[config.mk]
export PLATFORM = sky130hd
export DESIGN_NAME = spmv_fifo
export DESIGN_NICKNAME = d
export VERILOG_FILES = /design/src/sv/spmv_fifo.sv
export SDC_FILE = /design/constraint.sdc
export NUM_CORES = 1
export LEC_CHECK = 0
export BUFFER_PORTS_ARGS = -buffer_cell sky130_fd_sc_hd__buf_2
export CAP_MARGIN = 20
export CORE_AREA = 2 2 42 82
export DETAILED_ROUTE_END_ITERATION = 10
export DIE_AREA = 0 0 44 84
export HOLD_SLACK_MARGIN = 0.08
export PLACE_DENSITY = 0.75
export SLEW_MARGIN = 20
export SYNTH_ARGS = -nofsm -noshare
export SYNTH_HDL_FRONTEND = slang
export SYNTH_SLANG_ARGS = --single-unit
export TNS_END_PERCENT = 5
[constraint.sdc]
create_clock -name i_clk -period 2.4 [get_ports i_clk]
set_input_delay 0.12 -clock i_clk [delete_from_list [all_inputs] [get_ports i_clk]]
set_output_delay 0.12 -clock i_clk [all_outputs]
set_load 0.01 [all_outputs]
[src/sv/spmv_fifo.sv]
// ----------------------------------------------------------------------------
// spmv_fifo: small register queue
// Circular buffer with an occupancy count; the head entry is shown directly.
// ----------------------------------------------------------------------------
`default_nettype none

module spmv_fifo #(
    parameter int WIDTH = 8,
    parameter int DEPTH = 4
) (
    input  wire logic                       i_clk,
    input  wire logic                       i_rst_n,
    input  wire logic                       i_push,
    input  wire logic [WIDTH-1:0]           i_data,
    input  wire logic                       i_pop,
    output logic      [WIDTH-1:0]           o_data,
    output logic                            o_empty,
    output logic      [$clog2(DEPTH+1)-1:0] o_count
);

    localparam int PTR_W = (DEPTH > 1) ? $clog2(DEPTH) : 1;
    localparam int CNT_W = $clog2(DEPTH + 1);

    logic [WIDTH-1:0] r_mem [DEPTH];
    logic [PTR_W-1:0] r_wptr, n_wptr;
    logic [PTR_W-1:0] r_rptr, n_rptr;
    logic [CNT_W-1:0] r_count, n_count;
    logic             w_pop;

    assign w_pop = i_pop & (r_count != '0);

    always_comb begin
        n_wptr = r_wptr;
        n_rptr = r_rptr;
        n_count = r_count;
        if (i_push) begin
            n_wptr = (r_wptr == PTR_W'(DEPTH - 1)) ? '0 : r_wptr + 1'b1;
        end
        if (w_pop) begin
            n_rptr = (r_rptr == PTR_W'(DEPTH - 1)) ? '0 : r_rptr + 1'b1;
        end
        if (i_push && !w_pop) begin
            n_count = r_count + 1'b1;
        end else if (!i_push && w_pop) begin
            n_count = r_count - 1'b1;
        end
    end

    always_ff @(posedge i_clk) begin
        if (!i_rst_n) begin
            r_wptr <= '0;
            r_rptr <= '0;
            r_count <= '0;
        end else begin
            r_wptr <= n_wptr;
            r_rptr <= n_rptr;
            r_count <= n_count;
        end
    end

    always_ff @(posedge i_clk) begin
        if (i_push) begin
            r_mem[r_wptr] <= i_data;
        end
    end

    assign o_data  = r_mem[r_rptr];
    assign o_empty = (r_count == '0);
    assign o_count = r_count;

endmodule

`default_nettype wire

==> results.py <==
metrics = {
    "final_layout": {
        "diodes": 0,
        "drive_above_1_share_pct": 30.6,
        "final_nets": 142,
        "fill_cells": 240,
        "final_area_um2": 1950,
        "area_growth_syn_to_layout_pct": 20.0,
    },
    "sta": {
        "maxSlewViolCount": 0,
        "fmax_ghz": 0.464,
        "fin_crit_ns": 2.15,
        "worst_slack_ns": 0.246,
        "rsz0062_at_grt": "no",
        "worst_pin_slew_ns": 0.522,
        "post-route-period-util_pct": 89.7,
        "hold_viol_final": 0,
        "skew_ns": 0.00735,
        "slew_headroom_pct": 65.1,
        "tns_ns": 0,
        "setup_viol": 0,
    },
    "pwr": {
        "max-vdd-ir-drop_v": 0.000653,
        "power_frac_comb_pct": 21.3,
        "p_seq_share_pct": 50.1,
        "switching_share_pct": 26.1,
        "p_leak_nw": 0.721,
        "power.total_mw": 1.84,
        "clock_power_share_pct": 28.6,
        "powerDensity_nw_per_um2": 948,
        "p_int_mw": 1.36,
        "p_sw_mw": 0.481,
    },
    "logic_synthesis": {
        "synth_top_family_by_area": "multiplexers",
        "synth_area_leaders": "edfxtp_1, dfxtp_1, mux4_2, ha_1, and2_1",
        "synthCells": 87,
        "synth_mux_area_share_pct": 13.0,
        "synth_warnings": 0,
        "synth_common_cells": "edfxtp_1, dfxtp_1, mux4_2, ha_1, and2_1",
        "post-synth-top-area-cell": "edfxtp_1",
        "async_reset_ff_share_pct": 0,
        "yosysSeqAreaShare_pct": 70.4,
        "synth_cell_type_count": 21,
        "synth-simple-area-share_pct": 5.32,
        "synth_ff_type": "edfxtp_1",
        "syn-num-nets": 106,
        "synth_top_cell_area_share_pct": 59.3,
        "syn_area_um2": 1620,
        "synth_edf_count": 32,
        "syn_avg_cell_area_um2": 18.6,
        "synth-xor-area-share_pct": 1.08,
        "ys_ff_latch": 41,
        "yosysMostFrequentCell": "edfxtp_1",
        "synth_fa_ha_area_share_pct": 5.86,
        "synth_compound_area_share_pct": 2.70,
    },
    "setup_path": {
        "arrival_ns": 2.36,
        "r2r-end": "o_count[2]$_SDFFE_PN0P_",
        "reg2reg_depth": 7,
        "crit_required_ns": 2.61,
        "critPathCaptureType": "flop",
        "cp-start-kind": "flop",
        "worstReg2RegStart": "o_count[1]$_SDFFE_PN0P_",
        "crit_fanout": 5,
        "r2r_slack_ns": 0.25,
        "crit_type": "flop to flop",
    },
    "min_path": {
        "worstHoldEndpoint": "r_wptr[1]$_SDFFE_PN0P_",
        "hp-start": "i_rst_n",
        "hold_depth": 2,
        "hp-class": "primary input to flop",
    },
    "clock_network": {
        "cts_setup_buffers": 0,
        "cts.sinks": 41,
        "clk_pin_slew_ns": 0.07,
        "tritoncts": "yes",
        "cts-buffers-inserted": 5,
        "clockBufferDepth": 2,
        "h-tree-depth": 2,
        "worstSkewPairLatency_ns": 0.29,
        "clockRootBuffer": "clkbuf_8",
    },
    "floorplan": {
        "die_x_um": 44,
        "fp.dieH_um": 84,
        "num_rows": 29,
        "die_area_um2": 3700,
        "initial_core_util_pct": 52.0,
        "io_pins": 24,
        "fp.coreArea_um2": 3120,
    },
    "routing": {
        "routedWlPerCell_um": 15.8,
        "ant_nets": 0,
        "avgViaCountPerCell": 5.37,
        "vias": 832,
        "routed_wl_um": 2440,
        "drtIter0Drc": 14,
        "drc": 0,
        "drt_pass1_iterations": 4,
    },
    "placed_design": {
        "hpwl_um": 1740,
        "gp_congestion": 0.653,
        "dp_slack_ns": 0.236,
        "placed_area_um2": 1760,
        "port_buffers": 23,
    },
    "flow_run": {
        "drv_cap": 0,
    },
    "grt": {
        "grt_max_degree": 13,
        "grt_overflow": 0,
        "track_usage_pct": 15.8,
        "grt_pass1_wl_um": 4150,
        "antenna_found_initial": 0,
        "grt_pass1_vias": 917,
    },
    "run_status": {
        "status": "completed",
    },
}
-- cells by family after synthesis --
family                   Yosys count
flip-flops                        41
buffers and inverters              5
adder cells (fa/ha/maj)            7
multiplexers                      11
AO/OA/AOI/OAI                      5
XOR/XNOR                           2
AND/OR/NAND/NOR                   16
-- cells in the final DEF, fill, tap and decap left out, drive strengths merged --
master and count:
buf 23, o31ai 1, nand2 2, xor2 1, clkinv 1, xnor2 1
dfxtp 9, edfxtp 32, ha 6, nor2b 3, dlygate4sd3 8, bufinv 1
fa 1, mux2i 3, and2 5, nand3 2, nor2 2, or3 1
mux4 8, a21boi 1, nor3 1, inv 3, o21ai 3, clkbuf 6
-- layout make-up --
cell class	count	area [µm²]	share of cell area, %
clock inverters	2	33.8	1.74
clock buffers	6	72.6	3.73
multi-input cells	41	453	23.3
flip-flops and latches	41	1140	58.6
inverters	3	11.3	0.579
repair buffers	31	195	10.0
well taps	31	38.8	1.99
-- power by group through the flow --
stage                     combinational, mW  sequential, mW  clock (mW)
after detailed placement              0.388           0.943           0
after global placement                0.367           0.935           0
after floorplan                       0.306           0.901           0
after global routing                  0.432           0.939       0.563
after CTS                             0.398           0.928       0.537
final                                 0.393           0.924       0.527
-- worst max-delay path, stage by stage (launching register included) --
cell      delay, ns
dfxtp_1        0.38
o31ai_4        0.34
ha_1           0.24
inv_1          0.06
fa_1           0.38
xor2_1         0.18
or3_1          0.32
a21boi_1       0.17
-- registers in the layout, summed over array words and instances, names as in the netlist, named ones only --
signal / count
r_rptr: 2
o_count: 3
r_wptr: 2
r_mem: 32
-- how the worst max path moves through the flow --
stage / startpoint / to / slack, ns / cells past startpoint
after floorplan: o_count[1]$_SDFFE_PN0P_ / o_count[2]$_SDFFE_PN0P_ / 0.42 / 7
after global placement: o_count[1]$_SDFFE_PN0P_ / o_count[2]$_SDFFE_PN0P_ / 0.43 / 7
after detailed placement: o_count[1]$_SDFFE_PN0P_ / o_count[2]$_SDFFE_PN0P_ / 0.24 / 7
after CTS: o_count[1]$_SDFFE_PN0P_ / o_count[2]$_SDFFE_PN0P_ / 0.23 / 7
after global routing: o_count[1]$_SDFFE_PN0P_ / o_count[2]$_SDFFE_PN0P_ / 0.08 / 7
final: o_count[1]$_SDFFE_PN0P_ / o_count[2]$_SDFFE_PN0P_ / 0.25 / 7
-- metrics by stage --
stage / hold WS (ns) / utilization [%] / instances
final: 0.174 / 62.3 / 155
after floorplan: 0.219 / - / 87
after detailed placement: 0.343 / 56.4 / 139
after CTS: 0.161 / 62.3 / 155
after global routing: 0.173 / 62.3 / 155
after global placement: 0.329 / 56.4 / 139
-- timing repair --
action / in CTS / in global routing
setup endpoints to repair: 0 / 0
endpoints found under the hold margin: 32 / 0
hold buffers: 8 / 0
gates resized for setup: 0 / 0
-- routing by layer --
layer	wire length [µm]	vias to the layer above	GRT usage, %
li1	-	403	-
met5	0	-	0
met1	923	404	16.2
met4	50	0	7.44
met3	88	5	5.19
met2	1380	20	27.1
Note: power is estimated with default switching activity, not from simulation.
