==> src/sv/spmv_pkg.sv <==
// ----------------------------------------------------------------------------
// spmv_pkg: shared types and constants of the sparse matrix-vector multiplier
// Request codes, queue entry formats and the row clamp used by the datapath.
// ----------------------------------------------------------------------------
`default_nettype none

package spmv_pkg;

    localparam int INDEX_W = 10;
    localparam int VALUE_W = 32;
    localparam int ROW_W   = 16;
    localparam int ACC_W   = 64;

    localparam int VECTOR_DEPTH_DEF = 1024;
    localparam logic [20:0] ROW_LIMIT = 21'd65536;

    localparam int OP_QUEUE_DEPTH  = 4;
    localparam int OUT_QUEUE_DEPTH = 4;

    typedef enum logic [1:0] {
        REQ_LOAD    = 2'd0,
        REQ_NONZERO = 2'd1,
        REQ_EMPTY   = 2'd2,
        REQ_UNUSED  = 2'd3
    } t_req;

    // Work handed from the front to the back.
    typedef struct packed {
        logic                    is_empty;
        logic                    row_end;
        logic [ROW_W-1:0]        row;
        logic signed [ACC_W-1:0] prod;
    } t_op;

    typedef struct packed {
        logic [ROW_W-1:0]          row;
        logic signed [VALUE_W-1:0] sum;
        logic                      sat;
    } t_result;

    function automatic logic [ROW_W-1:0] clamp_row(input logic [ROW_W-1:0] r);
        logic [ROW_W-1:0] v;
        if ({5'b0, r} >= ROW_LIMIT) begin
            v = ROW_W'(ROW_LIMIT - 21'd1);
        end else begin
            v = r;
        end
        return v;
    endfunction

endpackage

`default_nettype wire

==> src/sv/spmv_back.sv <==
// ----------------------------------------------------------------------------
// spmv_back: row accumulator and result formatting
// Saturating Q32.32 accumulation, then conversion of a finished row to Q16.16.
// ----------------------------------------------------------------------------
`default_nettype none

module spmv_back (
    input  wire logic                                        i_clk,
    input  wire logic                                        i_rst_n,
    input  wire spmv_pkg::t_op                               i_op,
    input  wire logic                                        i_op_empty,
    output logic                                             o_op_pop,
    input  wire logic [$clog2(spmv_pkg::OUT_QUEUE_DEPTH+1)-1:0] i_out_count,
    output logic                                             o_res_push,
    output spmv_pkg::t_result                                o_res
);

    import spmv_pkg::*;

    localparam int CNT_W = $clog2(OUT_QUEUE_DEPTH + 1);
    localparam logic signed [ACC_W-1:0] ACC_MAX = {1'b0, {(ACC_W-1){1'b1}}};
    localparam logic signed [ACC_W-1:0] ACC_MIN = {1'b1, {(ACC_W-1){1'b0}}};

    logic signed [ACC_W-1:0] r_acc, n_acc;
    logic                    r_ovf, n_ovf;

    logic                    r_fin_valid, n_fin_valid;
    logic [ROW_W-1:0]        r_fin_row;
    logic signed [ACC_W-1:0] r_fin_acc, n_fin_acc;
    logic                    r_fin_ovf, n_fin_ovf;

    logic signed [ACC_W-1:0] w_sum;
    logic signed [ACC_W-1:0] w_sat_sum;
    logic                    w_add_ovf;
    logic [CNT_W:0]          w_pending;
    logic                    w_range_sat;

    assign w_pending = {1'b0, i_out_count} + (CNT_W+1)'(r_fin_valid);
    assign o_op_pop = ~i_op_empty & (w_pending < (CNT_W+1)'(OUT_QUEUE_DEPTH));

    assign w_sum = r_acc + i_op.prod;
    assign w_add_ovf = (r_acc[ACC_W-1] == i_op.prod[ACC_W-1])
                     & (w_sum[ACC_W-1] != r_acc[ACC_W-1]);
    assign w_sat_sum = w_add_ovf ? (r_acc[ACC_W-1] ? ACC_MIN : ACC_MAX) : w_sum;

    always_comb begin
        n_acc = r_acc;
        n_ovf = r_ovf;
        n_fin_valid = 1'b0;
        n_fin_acc = w_sat_sum;
        n_fin_ovf = r_ovf | w_add_ovf;
        if (o_op_pop) begin
            if (i_op.is_empty) begin
                // An empty row reports zero and leaves any open row alone.
                n_fin_valid = 1'b1;
                n_fin_acc = '0;
                n_fin_ovf = 1'b0;
            end else if (i_op.row_end) begin
                n_fin_valid = 1'b1;
                n_acc = '0;
                n_ovf = 1'b0;
            end else begin
                n_acc = w_sat_sum;
                n_ovf = r_ovf | w_add_ovf;
            end
        end
    end

    always_ff @(posedge i_clk) begin
        if (!i_rst_n) begin
            r_acc <= '0;
            r_ovf <= 1'b0;
            r_fin_valid <= 1'b0;
        end else begin
            r_acc <= n_acc;
            r_ovf <= n_ovf;
            r_fin_valid <= n_fin_valid;
        end
    end

    always_ff @(posedge i_clk) begin
        if (n_fin_valid) begin
            r_fin_row <= i_op.row;
            r_fin_acc <= n_fin_acc;
            r_fin_ovf <= n_fin_ovf;
        end
    end

    // The Q16.16 value is bits 47:16; it fits only if bits 63:47 agree.
    assign w_range_sat = (r_fin_acc[ACC_W-1:47] != {17{r_fin_acc[ACC_W-1]}});

    always_comb begin
        o_res.row = r_fin_row;
        o_res.sat = r_fin_ovf | w_range_sat;
        if (w_range_sat) begin
            o_res.sum = r_fin_acc[ACC_W-1] ? {1'b1, {(VALUE_W-1){1'b0}}}
                                           : {1'b0, {(VALUE_W-1){1'b1}}};
        end else begin
            o_res.sum = r_fin_acc[47:16];
        end
    end

    assign o_res_push = r_fin_valid;

endmodule

`default_nettype wire

==> config.mk <==
export PLATFORM = sky130hd
export DESIGN_NAME = spmv_back
export DESIGN_NICKNAME = d
export VERILOG_FILES = /design/src/sv/spmv_pkg.sv /design/src/sv/spmv_back.sv
export SDC_FILE = /design/constraint.sdc
export NUM_CORES = 1
export LEC_CHECK = 0
export ABC_AREA = 1
export BUFFER_PORTS_ARGS = -buffer_cell sky130_fd_sc_hd__buf_2
export CAP_MARGIN = 30
export CORE_UTILIZATION = 30
export DETAILED_ROUTE_END_ITERATION = 16
export GPL_TIMING_DRIVEN = 0
export RECOVER_POWER = 25
export SYNTH_ARGS = -nofsm -noshare
export SYNTH_HDL_FRONTEND = slang
export SYNTH_SLANG_ARGS = --single-unit
==> constraint.sdc <==
create_clock -name i_clk -period 5.5 [get_ports i_clk]
set_input_delay 0.825 -clock i_clk [delete_from_list [all_inputs] [get_ports i_clk]]
set_output_delay 0.825 -clock i_clk [all_outputs]
set_load 0.02 [all_outputs]
==> out/qor.txt, run 1 <==
Num CTS Buffers -> 17
global-route wire length before repair -> 60400 um
CTS H-tree depth -> 4
Psw -> 0.000823 W
Root Buffer -> clkbuf_16
Final HPWL DP -> 33000 um
FP Rows -> 71
setup violators final -> 0
vias in the first global route -> 10900
pin count of the biggest net entering global routing -> 30
top_reg_cell synth -> dfxtp_1
routability congestion estimate -> 0.966
period utilization -> 79.9%
Post-synth EDFFs -> 65
Post-Syn Nets -> 2067
Mean Syn Cell Area -> 6.02 um2
YS warnings -> 0
final wirelength -> 39600 um
Final #Nets -> 2226
# DRC -> 0
post-CTS setup buffers -> 0
Async SR Flop Fraction -> 0%
Cell Area, Synth -> 11500 um2
GRT Residual Overflow -> 0
antenna cells -> 0
data arrival time at the worst-slack endpoint -> 3.57 ns
initial antenna violation count -> 0
switching share of power -> 29.3%
top cells by area, synth -> nand2_1 (27%), edfxtp_1 (17%), dfxtp_1 (11%)
dpl ws -> 1.46 ns
Iter 0 DRT Violations -> 757
Clock power frac -> 43.5%
sequential share of power -> 38.7%
Layout area overhead -> 16.8%
cell taking the most area after synthesis -> nand2_1
status -> finished, violations left
Worst-path clk slew -> 0.06 ns
DIE HEIGHT -> 198 um
Slew Viols, Final -> 58
WL/cell -> 15.2 um
Via Count -> 11600
Comb pwr share -> 17.8%
Worst slew margin -> -11.4%
Pleak -> 7.32 nW
Final WS setup -> 1.11 ns
Hold Path Class -> reg -> reg
CTS tree -> yes
DRT antenna net count -> 0
#FFs+latches synth -> 131
Via density -> 4.47
CP Max Fanout -> 10
Final Non-Filler Cells -> 2598
sequential cell area fraction in the yosys report -> 28.4%
Post-CTS Hold Fix Bufs -> 0
Initial Utilization -> 30.6%
fraction of layout cells with a size suffix above 1 -> 12.3%
Final Hold Vio Count -> 0
die area -> 39200 um2
Chip Width -> 198 um
final clock skew -> 0.0105 ns
Worst setup EP type -> output port
worst-margin pin slew -> 1.67 ns
final core occ -> 35.7%
RSZ-0062 raised after global routing -> false
core region area -> 37800 um2
setup TNS -> 0 ns
P per Cell Area -> 208 nW/um2
I/O Buffers -> 138
Cells after Synth -> 1915
minimum clock period -> 4.39 ns
Tot GR Track Use -> 20.7%
top-area cell type share of the netlist area -> 27.0%
post-cts resize count -> 0
failing checks -> max-capacitance violations, max-slew violations
post-synthesis cell type count -> 41
Skew-Pair Late Insertion Delay -> 0.46 ns
Max rail drop VDD -> 0.224 mV
CP required -> 4.68 ns
maxcap violations -> 2
Int Power -> 0.00198 W
clock buffer depth -> 2
placed cell count -> 2566
startpoint types -> register
Worst Setup Path Type -> reg -> out
drt pass-1 iters -> 6
I/O pin total -> 139
Clock Sinks -> 131
FMAX -> 228 MHz
[Yosys cell counts, types with 17 or more instances]
master    instances
nand2_1         831
ha_1             63
clkbuf_1         29
inv_1           345
edfxtp_1         65
nand3_1          84
xnor2_1          18
nor2_1          148
a21oi_1          95
dfxtp_1          66
nand2_2          17
nand3_2          24
[area by class of cell]
| cell class | instances | area (um2) |
|---|---|---|
| repair buffers | 140 | 677 |
| well taps | 511 | 639 |
| clock inverters | 12 | 155 |
| plain buffers | 48 | 274 |
| multi-input cells | 1384 | 6670 |
| inverters | 352 | 1320 |
| clock buffers | 20 | 468 |
| fillers | 4284 | 24300 |
| flip-flops and latches | 131 | 3270 |
[layer usage]
| layer | share of wire (%) | global-route usage, % | vias to the layer above |
|---|---|---|---|
| met5 | 0 | 0 | - |
| li1 | - | - | 6138 |
| met4 | 1.7 | 5.60 | 0 |
| met1 | 49 | 28.1 | 5202 |
| met2 | 45 | 33.8 | 236 |
| met3 | 4.3 | 3.13 | 30 |
[critical path: stages, from the launching register on]
cell	delay [ns]
edfxtp_1	0.51
nor4_1	0.30
nand3_1	0.09
o32ai_1	0.12
nand2_1	0.10
inv_1	0.52
or2_2	0.22
clkbuf_1	0.49
clkbuf_1	0.44
nand2_1	0.11
buf_2	0.18
[sequential cells by signal, summed over array words and instances (netlist names)]
signal      count
r_ovf           1
r_fin_ovf       1
r_fin_row      16
r_acc          64
r_fin_acc      48
o_res_push      1
[placed cells by master, fill, tap and decap left out, types with 2 or more instances in the layout]
| master | Yosys | routed |
|---|---|---|
| nand2_1 | 831 | 831 |
| inv_1 | 345 | 345 |
| nor2_1 | 148 | 148 |
| buf_2 | 6 | 127 |
| a21oi_1 | 95 | 95 |
| nand3_1 | 84 | 84 |
| dfxtp_1 | 66 | 66 |
| edfxtp_1 | 65 | 65 |
| ha_1 | 63 | 63 |
| clkbuf_1 | 29 | 49 |
| nand3_2 | 24 | 24 |
| xnor2_1 | 18 | 18 |
| clkbuf_16 | 0 | 18 |
| nand2_2 | 17 | 17 |
| nor3_1 | 16 | 16 |
| xor2_1 | 13 | 13 |
| a21oi_2 | 13 | 13 |
| nand3b_1 | 10 | 10 |
| o21ai_0 | 9 | 9 |
| buf_6 | 8 | 8 |
| o21ai_2 | 8 | 8 |
| inv_2 | 6 | 6 |
| nand2_4 | 5 | 5 |
| nand4_1 | 5 | 5 |
| nor2_2 | 4 | 4 |
| o21bai_1 | 4 | 4 |
| buf_4 | 4 | 4 |
| clkinv_2 | 1 | 4 |
| clkinv_4 | 0 | 4 |
| nor4_1 | 3 | 3 |
| bufinv_16 | 0 | 3 |
| or2_2 | 2 | 2 |
| o21ai_1 | 2 | 2 |
| clkinvlp_4 | 0 | 2 |
[logic make-up (layout without fill, tap and decap cells)]
kind of cell	Yosys count	in the layout	synth area share, %
AND/OR/NAND/NOR	1153	1153	41.6
buffers and inverters	400	572	13.8
AO/OA/AOI/OAI	136	136	6.88
flip-flops	131	131	28.4
adder cells (fa/ha/maj)	64	64	7.01
XOR/XNOR	31	31	2.35
[through the flow]
stage               hold WS (ns)  cell area (um2)  total power [W]
CTS                        0.470            13500          0.00284
global placement           0.457            12900          0.00160
finish                     0.469            13500          0.00281
global route               0.483            13500          0.00293
detailed placement         0.461            12900          0.00161
floorplan                  0.449            11500          0.00144
[power groups by stage]
stage	logic (W)	clock network, W	registers, W
after floorplan	0.000329	0	0.00111
after global placement	0.000496	0	0.00111
after detailed placement	0.000504	0	0.00110
after CTS	0.000507	0.00125	0.00108
after global routing	0.000560	0.00128	0.00109
final	0.000500	0.00122	0.00108
[path summary, 6_finish.rpt]
| check | slack, ns | cells past startpoint | from | end |
|---|---|---|---|---|
| worst max-delay path | 1.11 | 10 | r_fin_acc[63]$_DFFE_PP_ | o_res[29] |
| worst min-delay path | 0.47 | 2 | r_acc[10]$_SDFFE_PN0P_ | r_acc[10]$_SDFFE_PN0P_ |
| worst max register to register | 2.23 | 4 | o_res_push$_SDFF_PN0_ | r_fin_acc[35]$_DFFE_PP_ |
| worst min register to register | 0.47 | 2 | r_acc[10]$_SDFFE_PN0P_ | r_acc[10]$_SDFFE_PN0P_ |
Power figures use the tool's default switching activity.
==> inputs of run 2 (changes only) <==
Clock period 5.5 ns to 4.21 ns, I/O delays scaled along.
==> out/qor.txt, run 2 (same netlist as run 1, synthesis figures left out) <==
slowest cell on the critical path -> edfxtp_1
Final Non-Filler Cells -> 2598 (unchanged)
hold_sp -> i_op[78]
maxcap violations -> 1 (-1)
setup slack, reg-to-reg -> 0.89 ns (-1.34 ns)
data arrival time at the worst-slack endpoint -> 3.04 ns (-0.53 ns)
Worst slew margin -> -8.03% (+3.4 points)
DIE HEIGHT -> 198 um (unchanged)
pin count of the biggest net entering global routing -> 30 (unchanged)
routability congestion estimate -> 0.973 (+0.78%)
initial antenna violation count -> 0 (unchanged)
top flop regs -> r_acc (64), r_fin_acc (48), r_fin_row (16)
Worst path most repeated cell -> nand2_1
Via density -> 4.45 (-0.34%)
Clock Sinks -> 131 (unchanged)
DRT antenna net count -> 0 (unchanged)
final clock skew -> 0.0132 ns (+0.00272 ns)
switching share of power -> 30.1% (+0.80 points)
fraction of layout cells with a size suffix above 1 -> 12.5% (+0.19 points)
drt pass-1 iters -> 5 (-1)
FP Rows -> 71 (unchanged)
CTS tree -> yes
die area -> 39200 um2 (unchanged)
I/O pin total -> 139 (unchanged)
RSZ-0062 raised after global routing -> false
FMAX -> 272 MHz
Worst Setup Path Type -> reg -> out
WL/cell -> 15.1 um (-1.1%)
CP required -> 3.58 ns (-1.10 ns)
Tot GR Track Use -> 20.7% (about the same)
startpoint types -> register
Initial Utilization -> 30.6% (unchanged)
GRT Residual Overflow -> 0 (unchanged)
vias in the first global route -> 11200 (+2.8%)
Via Count -> 11600 (-0.34%)
antenna cells -> 0 (unchanged)
most common cell after layout, fill and taps aside -> nand2_1
cell-by-cell trace of the critical path -> nor4_1 > nand3_1 > o32ai_1 > nand2_1 > clkinvlp_4 > or2_2 > clkbuf_1 > nand2_1 > buf_2
Largest register FFs -> 64 (unchanged)
core region area -> 37800 um2 (unchanged)
Pleak -> 7.31 nW (-0.15%)
Hold Path Class -> in -> reg
CP Max Fanout -> 10 (unchanged)
Worst setup EP type -> output port
largest register by flop count -> r_acc
Int Power -> 0.00252 W (+27%)
Worst-path clk slew -> 0.07 ns (about the same)
global-route wire length before repair -> 60600 um (+0.40%)
I/O Buffers -> 138 (unchanged)
Clock power frac -> 42.7% (-0.8 points)
Chip Width -> 198 um (unchanged)
Final Hold Vio Count -> 0 (unchanged)
Iter 0 DRT Violations -> 690 (-8.9%)
clock buffer depth -> 2 (unchanged)
Comb pwr share -> 18.1% (+0.3 points)
crit path launch -> r_fin_acc[63]$_DFFE_PP_
placed cell count -> 2566 (unchanged)
Layout area overhead -> 16.9% (about the same)
period utilization -> 87.2%
status -> finished, violations left
Skew-Pair Late Insertion Delay -> 0.45 ns (about the same)
Final #Nets -> 2226 (unchanged)
Post-CTS Hold Fix Bufs -> 0 (unchanged)
worst-margin pin slew -> 1.62 ns (-0.0513 ns)
CTS H-tree depth -> 4 (unchanged)
final core occ -> 35.7% (about the same)
Slew Viols, Final -> 30 (-48%)
Psw -> 0.00109 W (+32%)
# DRC -> 0 (unchanged)
Final HPWL DP -> 32800 um (-0.62%)
Root Buffer -> clkbuf_16
most frequent cells in the layout -> nand2_1 (831), inv_1 (344), nor2_1 (148)
Crit path largest cell delay -> 0.54 ns (+0.02 ns)
sequential share of power -> 39.2% (+0.5 points)
setup violators final -> 0 (unchanged)
Num CTS Buffers -> 17 (unchanged)
failing checks -> max-capacitance violations, max-slew violations
WHS -> 0.352 ns (-0.117 ns)
FF-to-FF Start -> o_res_push$_SDFF_PN0_
Max rail drop VDD -> 0.294 mV (+31%)
final wirelength -> 39200 um (-1.1%)
P per Cell Area -> 268 nW/um2 (+29%)
minimum clock period -> 3.67 ns
## run 2: metrics by stage
| step | area (um2) | setup TNS, ns | setup WS [ns] | total power, W |
|---|---|---|---|---|
| 2_1_floorplan | 11500 | 0 | 1.14 | 0.00188 |
| 3_3_place_gp | 12900 | -0.0369 | -0.00338 | 0.00209 |
| 3_5_place_dp | 12900 | 0 | 0.369 | 0.00210 |
| 4_1_cts | 13500 | 0 | 0.0746 | 0.00365 |
| 5_1_grt | 13500 | 0 | 0.284 | 0.00379 |
| 6_report | 13500 | 0 | 0.539 | 0.00361 |
## run 2: path summary, 6_finish.rpt
path                        endpoint  cells after the start
min          r_fin_row[14]$_DFFE_PP_                      1
max reg2reg   r_fin_row[4]$_DFFE_PP_                      4
max                        o_res[28]                      9
min reg2reg    r_acc[9]$_SDFFE_PN0P_                      2
## run 2: power by group through the flow
stage / logic (W) / registers, W / clock network, W
after global routing: 0.000736 / 0.00142 / 0.00163
after CTS: 0.000660 / 0.00142 / 0.00158
after detailed placement: 0.000656 / 0.00144 / 0
final: 0.000654 / 0.00142 / 0.00154
after global placement: 0.000647 / 0.00144 / 0
after floorplan: 0.000430 / 0.00145 / 0
## run 2: layer usage
metal	vias to the layer above	wire, um	global-route usage [%]
li1	6146	-	-
met1	5118	19300	28.1
met2	261	17300	33.7
met3	42	1660	2.47
met4	0	971	6.86
met5	-	0	0
## run 2: repair_timing
item / 4_1_cts / 5_1_grt
gates resized for setup: 1 / 0
buffers inserted: 0 / 0
endpoints found under the setup margin: 30 / 20
cloned: 0 / 0
## run 2: final cells by class
| cell class | count | area (um2) |
|---|---|---|
| Inverter | 352 | 1330 |
| Buffer | 47 | 270 |
| Clock inverter | 13 | 149 |
| Fill cell | 4231 | 24300 |
| Clock buffer | 19 | 453 |
| Multi-Input combinational cell | 1384 | 6670 |
| Tap cell | 511 | 639 |
| Sequential cell | 131 | 3270 |
| Timing Repair Buffer | 141 | 708 |
## run 2: worst max-delay path, delay by kind of cell, from the launching register on
kind | cells | cell delay [ns]
compound gates | 1 | 0.12
buf+inv | 3 | 0.88
flops | 1 | 0.54
simple gates | 5 | 1.02
